File: config.mk
export PLATFORM = sky130hd
export DESIGN_NAME = cht_front
export DESIGN_NICKNAME = d
export VERILOG_FILES = /design/src/rtl/core/cht_pkg.sv /design/src/rtl/core/cht_front.sv
export SDC_FILE = /design/constraint.sdc
export NUM_CORES = 1
export LEC_CHECK = 0
export BUFFER_PORTS_ARGS = -buffer_cell sky130_fd_sc_hd__buf_2
export CAP_MARGIN = 20
export CELL_PAD_IN_SITES_DETAIL_PLACEMENT = 0
export CELL_PAD_IN_SITES_GLOBAL_PLACEMENT = 2
export CORE_AREA = 2 2 86 88
export CTS_BUF_LIST = sky130_fd_sc_hd__clkbuf_2 sky130_fd_sc_hd__clkbuf_4 sky130_fd_sc_hd__clkbuf_8
export DETAILED_ROUTE_END_ITERATION = 10
export DIE_AREA = 0 0 88 90
export MAX_ROUTING_LAYER = met4
export PLACE_DENSITY = 0.93
export SYNTH_ARGS = -nofsm -noshare
export SYNTH_HDL_FRONTEND = slang
export SYNTH_SLANG_ARGS = --single-unit
File: constraint.sdc
create_clock -name clock -period 3.1 [get_ports clock]
set_input_delay 0.31 -clock clock [delete_from_list [all_inputs] [get_ports clock]]
set_output_delay 0.31 -clock clock [all_outputs]
set_load 0.005 [all_outputs]
File: src/rtl/core/cht_pkg.sv
`timescale 1ns / 1ps

package cht_pkg;

   localparam int STATUS_WIDTH = 3;
   localparam int HANDLE_WIDTH = 11;
   localparam int LEN_WIDTH    = 11;
   localparam logic [LEN_WIDTH-1:0] LEN_RESET = 11'd1024;

   typedef enum logic [1:0] {
      KIND_SEARCH = 2'd0,
      KIND_INSERT = 2'd1,
      KIND_DELETE = 2'd2,
      KIND_CLEAR  = 2'd3
   } kind_type;

   typedef enum logic [STATUS_WIDTH-1:0] {
      ST_FOUND     = 3'd0,
      ST_INSERTED  = 3'd1,
      ST_NOT_FOUND = 3'd2,
      ST_DELETED   = 3'd3,
      ST_POOL_FULL = 3'd4,
      ST_INVALID   = 3'd5,
      ST_CLEARED   = 3'd6
   } status_type;

   // classification made by the front part
   typedef struct packed {
      kind_type kind;
      logic     key_zero;
   } cht_item_type;

endpackage

File: src/rtl/core/cht_front.sv
`timescale 1ns / 1ps

module cht_front #(
   parameter int KEY_WIDTH = 32
) (
   input  logic                  clock,
   input  logic                  reset,
   input  logic                  req_valid,
   output logic                  req_stall,
   input  logic [1:0]            req_kind,
   input  logic [KEY_WIDTH-1:0]  req_key,
   output logic                  q_valid,
   output cht_pkg::cht_item_type q_item,
   output logic [KEY_WIDTH-1:0]  q_key,
   input  logic                  q_pop
);
   import cht_pkg::*;

   // two-entry queue toward the back part
   cht_item_type         item_ff [2];
   logic [KEY_WIDTH-1:0] key_ff [2];
   logic                 wr_ptr_ff, wr_ptr_in;
   logic                 rd_ptr_ff, rd_ptr_in;
   logic [1:0]           count_ff, count_in;
   logic                 push;
   cht_item_type         new_item;

   assign req_stall = (count_ff == 2'd2);
   assign push      = req_valid && !req_stall;
   assign q_valid   = (count_ff != 2'd0);
   assign q_item    = item_ff[rd_ptr_ff];
   assign q_key     = key_ff[rd_ptr_ff];

   always_comb begin
      new_item.kind     = kind_type'(req_kind);
      new_item.key_zero = (req_key == '0);
      wr_ptr_in = wr_ptr_ff ^ push;
      rd_ptr_in = rd_ptr_ff ^ q_pop;
      count_in  = count_ff + {1'b0, push} - {1'b0, q_pop};
   end

   always_ff @(posedge clock) begin
      if (reset) begin
         wr_ptr_ff <= 1'b0;
         rd_ptr_ff <= 1'b0;
         count_ff  <= 2'd0;
      end else begin
         wr_ptr_ff <= wr_ptr_in;
         rd_ptr_ff <= rd_ptr_in;
         count_ff  <= count_in;
      end
   end

   always_ff @(posedge clock) begin
      if (push) begin
         item_ff[wr_ptr_ff] <= new_item;
         key_ff[wr_ptr_ff]  <= req_key;
      end
   end

endmodule

## Yosys cells after proc, flatten, opt, wreduce, memory -nomap -nowiden

Memories as Yosys holds them, arrays and structs flattened. A register that Yosys moved wholly into a read port is not among the register bits.
Cells that the tools add are included.

| word-level totals | value |
|---|---|
| register bits after elaboration | 4 |
| latch bits | 0 |
| memory bits (writable) | 70 |
| ROM bits | 0 |
| word-level logic and storage cells | 18 |
| memories kept | 2 |

| operators by class | value |
|---|---|
| add/sub/neg operators | 2 |
| multiply operators | 0 |
| divide/modulo/power cells | 0 |
| magnitude comparators | 0 |
| eq/ne operators | 1 |
| shifts and indexed selects | 0 |
| multiplexer cells | 4 |
| bitwise operators | 2 |
| reductions and logical operators | 4 |

Memory list:

| name | words | bits a word | rd ports | clocked after memory_dff | write ports | RTL line | RTL |
|---|---|---|---|---|---|---|---|
| key_ff | 2 | 32 | 1 | 1 | 1 | cht_front.sv:21 | `logic [KEY_WIDTH-1:0] key_ff [2];` |
| item_ff | 2 | 3 | 1 | 1 | 1 | cht_front.sv:20 | `cht_item_type item_ff [2];` |

Operator list:

| kind | count |
|---|---|
| zero test 32 bit | 1 |
| 2-to-1 mux 1 bit | 4 |
| adder 2 x 1 -> 2 bit | 1 |
| equality test 2 bit, second input constant | 1 |
| nonzero test 2 bit | 1 |
| subtractor 2 x 1 -> 2 bit | 1 |
| bitwise XOR 1 bit | 2 |
| logical AND 1 bit | 1 |
| zero test 1 bit | 1 |

## Logic depth before layout (Yosys ltp)

| depth | value |
|---|---|
| depth in word-level cells | 5 |
| mapped depth | 8 |
| gate-level depth less buffers | 8 |

## Worst setup path before layout

No wires, ideal clock.

| timing | value |
|---|---|
| path type | reg-to-reg |
| start | reg count_ff[0] |
| end | mem item_ff[1][0] (netlist name), enable pin |
| arrival time | 1.464 ns |
| required time | 2.704 ns |
| setup slack | 1.240 ns |
| stages on the path, launching flop included | 5 |
| period minus slack after synthesis | 1.860 ns |
| cell sequence | dfxtp_1 nand2b_1 nand2_1 inv_1 ha_1 |

| between the ends | value |
|---|---|
| cells in the longest elaborated chain, start to end | 5 |

Ends and longest elaborated chain:

| item | RTL line | RTL |
|---|---|---|
| start: declaration | cht_front.sv:24 | `logic [1:0] count_ff, count_in;` |
| start signal: assignment | cht_front.sv:50 | `count_ff <= count_in;` |
| equality test 2 bit | cht_front.sv:28 | `assign req_stall = (count_ff == 2'd2);` |
| zero test 1 bit | cht_front.sv:29 | `assign push = req_valid && !req_stall;` |
| logical AND 1 bit | cht_front.sv:29 |  |
| 2-to-1 mux 1 bit | cht_front.sv:55 | `if (push) begin` |
| 2-to-1 mux 1 bit (implied by the code) | cht_front.sv:56 | `item_ff[wr_ptr_ff] <= new_item;` |
| end: declaration | cht_front.sv:20 |  |

No other way between the ends.

==> run_results.csv <==
group,metric,value,unit
outcome,status,"finished clean",
global_routing,grtUsageTotal,0.136,
run,maxCapViolations,0,
synth,synthArstFlopShare,0,
sta,rsz0062_at_grt,"no",
clock_tree,clockRootBuffer,"clkbuf_8",
sta,fin_setup_tns,0,ps
pwr,power_density,685,mW/mm2
sta,slew_viol_final,0,
sta,timing.final.crit_share,0.745,
global_routing,use_met2,0.216,
worst_setup_path,path_delay_family,"flip-flops",
cells_and_area,seq_area,0.00218,mm2
die,row_count,31,
clock_tree,cts_buffers,9,
drt,wl,4950,um
place,post-place-ws,1140,ps
pwr,max-vdd-ir-drop,380,uV
worst_setup_path,endpoint_kind,"primary output",
sta,min_period,2310,ps
global_routing,grt_max_degree,36,
worst_setup_path,r2r_slack,1320,ps
worst_setup_path,required,2790,ps
drt,first_pass_iters,4,
synth,synth_nets,184,
drt,drtAntennaViolNets,0,
global_routing,grt_pass1_vias,1593,
synth,yosys_register_bits,74,
synth,synth.avg_cell_area,20.8,um2
synth,synth_area_leaders,"edfxtp_1 71%, mux2_4 15%, dfxtp_1 2.7%, mux2_2 2.3%, buf_12 2.0%",
global_routing,antenna_found_initial,0,
drt,vias,1504,
worst_setup_path,start_kind,"flip-flop",
worst_setup_path,crit_path_top_delay_cell,"dfxtp_2",
clock_tree,numClockSinks,74,
worst_setup_path,worstSetupPathType,"flip-flop to primary output",
synth,netlist_area,0.00295,mm2
die,io_pins,75,
sta,fin_ws,791,ps
synth,synth_edf_count,70,
sta,skew,11.8,ps
worst_setup_path,cp.arrival,2000,ps
cells_and_area,fillers,589,
pwr,p_leak,1.39,nW
clock_tree,clk_path_buf_depth,2,
cells_and_area,fin_util,0.507,
drt,vias_per_cell,4.59,
clock_tree,cts_tree,"built",
place,place_area,0.00338,mm2
sta,slew_headroom,0.416,
die,core_area,0.00702,mm2
synth,yosysMostFrequentCell,"edfxtp_1",
sta,finalHoldViolations,0,
synth,ys_top_cells_by_count,"70 x edfxtp_1, 29 x mux2_4, 8 x nor4_1",
synth,netlist.area_leader.share,0.713,
worst_setup_path,cp_max_fo,19,
clock_tree,cts_hold_buf,0,
sta,fmax,433,MHz
worst_setup_path,cp_cell_sequence,"buf_4, mux2_2, buf_2",
cells_and_area,finalInstanceArea,0.00356,mm2
die,die_width,88,um
sta,setup_viol,0,
worst_setup_path,worst-path-buf-inv,2,
min_path,min_path_type,"input port to flip-flop",
clock_tree,cts_setup_buffers,0,
place,dp_hpwl,3460,um
clock_tree,cts.clk_slew.worst_paths,70,ps
drt,wl_per_cell,15.1,um
die,initial_utilization,0.420,
drt,drc,0,
global_routing,gr-max-usage-layer,"met2",
synth,synth_top_area_cell,"edfxtp_1",
clock_tree,ctsResizeCount,0,
synth,ys.flop_type,"edfxtp_1",
global_routing,grt_pass1_wl,7540,um
cells_and_area,num-nets-final,266,
clock_tree,clk_latency,350,ps
worst_setup_path,critical_path.max_stage_delay,700,ps
synth,ys_types,17,
synth,postSynthCellCount,142,
synth,synth_warnings,0,
place,io_buffers,74,
place,globalplace.congestion,0.657,
cells_and_area,num_antenna_cells,0,
global_routing,grt.met1_usage,0.157,
cells_and_area,drive_gt1_frac,0.563,
synth,ys_seq_area_frac,0.740,
sta,worst_pin_slew,876,ps
drt,drtIter0Drc,55,
clock_tree,cts.htree.levels,3,
global_routing,grt_overflow_total,0,
cells_and_area,multi_input_comb_area,684,um2
cells_and_area,area_growth_syn_to_layout,20.8,%
die,fp.dieH,90,um
die,die_area,0.00792,mm2
global_routing,gr-usage-met3,0.0349,
## final cells by class
type	instances	share of cell area
multi-input cells	60	0.192
repair buffers	75	0.106
clock inverters	7	0.0148
well taps	99	0.0348
clock buffers	9	0.0348
flip-flops and latches	74	0.613
inverters	4	0.00422
## cell usage in the layout, fill, tap and decap left out, types with 3 or more instances in the layout
| master | n |
|---|---|
| mux2_2 | 6 |
| clkbuf_8 | 9 |
| mux2_4 | 29 |
| edfxtp_1 | 70 |
| dfxtp_1 | 3 |
| inv_1 | 4 |
| nor4_1 | 8 |
| buf_2 | 74 |
| nor2_1 | 4 |
| clkinvlp_4 | 3 |
## through the flow
step	cells	power, W	hold slack (ps)
after floorplan	142	0.00164	377
after global placement	312	0.00180	505
after detailed placement	312	0.00182	503
final	328	0.00244	154
after CTS	328	0.00247	136
after global routing	328	0.00257	129
## flip-flops by register name (all words and copies together), names as in the netlist
name / cells
key_ff: 64
wr_ptr_ff: 1
rd_ptr_ff: 1
count_ff: 2
item_ff: 6
## layer usage
metal,vias to the layer above,part of all wire
met1,718,0.43
li1,717,-
met2,57,0.50
met3,12,0.056
met4,0,0.021
met5,-,0
## logic make-up (layout without fill, tap and decap cells)
kind of cell	after synthesis	in the layout	share of synthesized area
adders and majority gates	4	4	0.0170
and+or+nand+nor	18	18	0.0340
muxes	35	35	0.171
DFF	74	74	0.740
buffers and inverters	8	95	0.0293
xor gates and xnor gates	3	3	0.00892
## path summary, 6_finish.rpt
kind | start | end | cells after the start
setup / recovery | rd_ptr_ff | q_item[0] | 3
hold / removal | req_kind[1] | item_ff[1][2] | 1
setup reg to reg | count_ff[0] | item_ff[1][0] | 4
hold reg to reg | count_ff[1] | count_ff[1] | 2
## where the power goes
group          switching [W]  internal (W)
clock network       0.000362      0.000294
registers          0.0000519       0.00128
logic               0.000209      0.000242
Note: power is estimated with default switching activity, not from simulation.
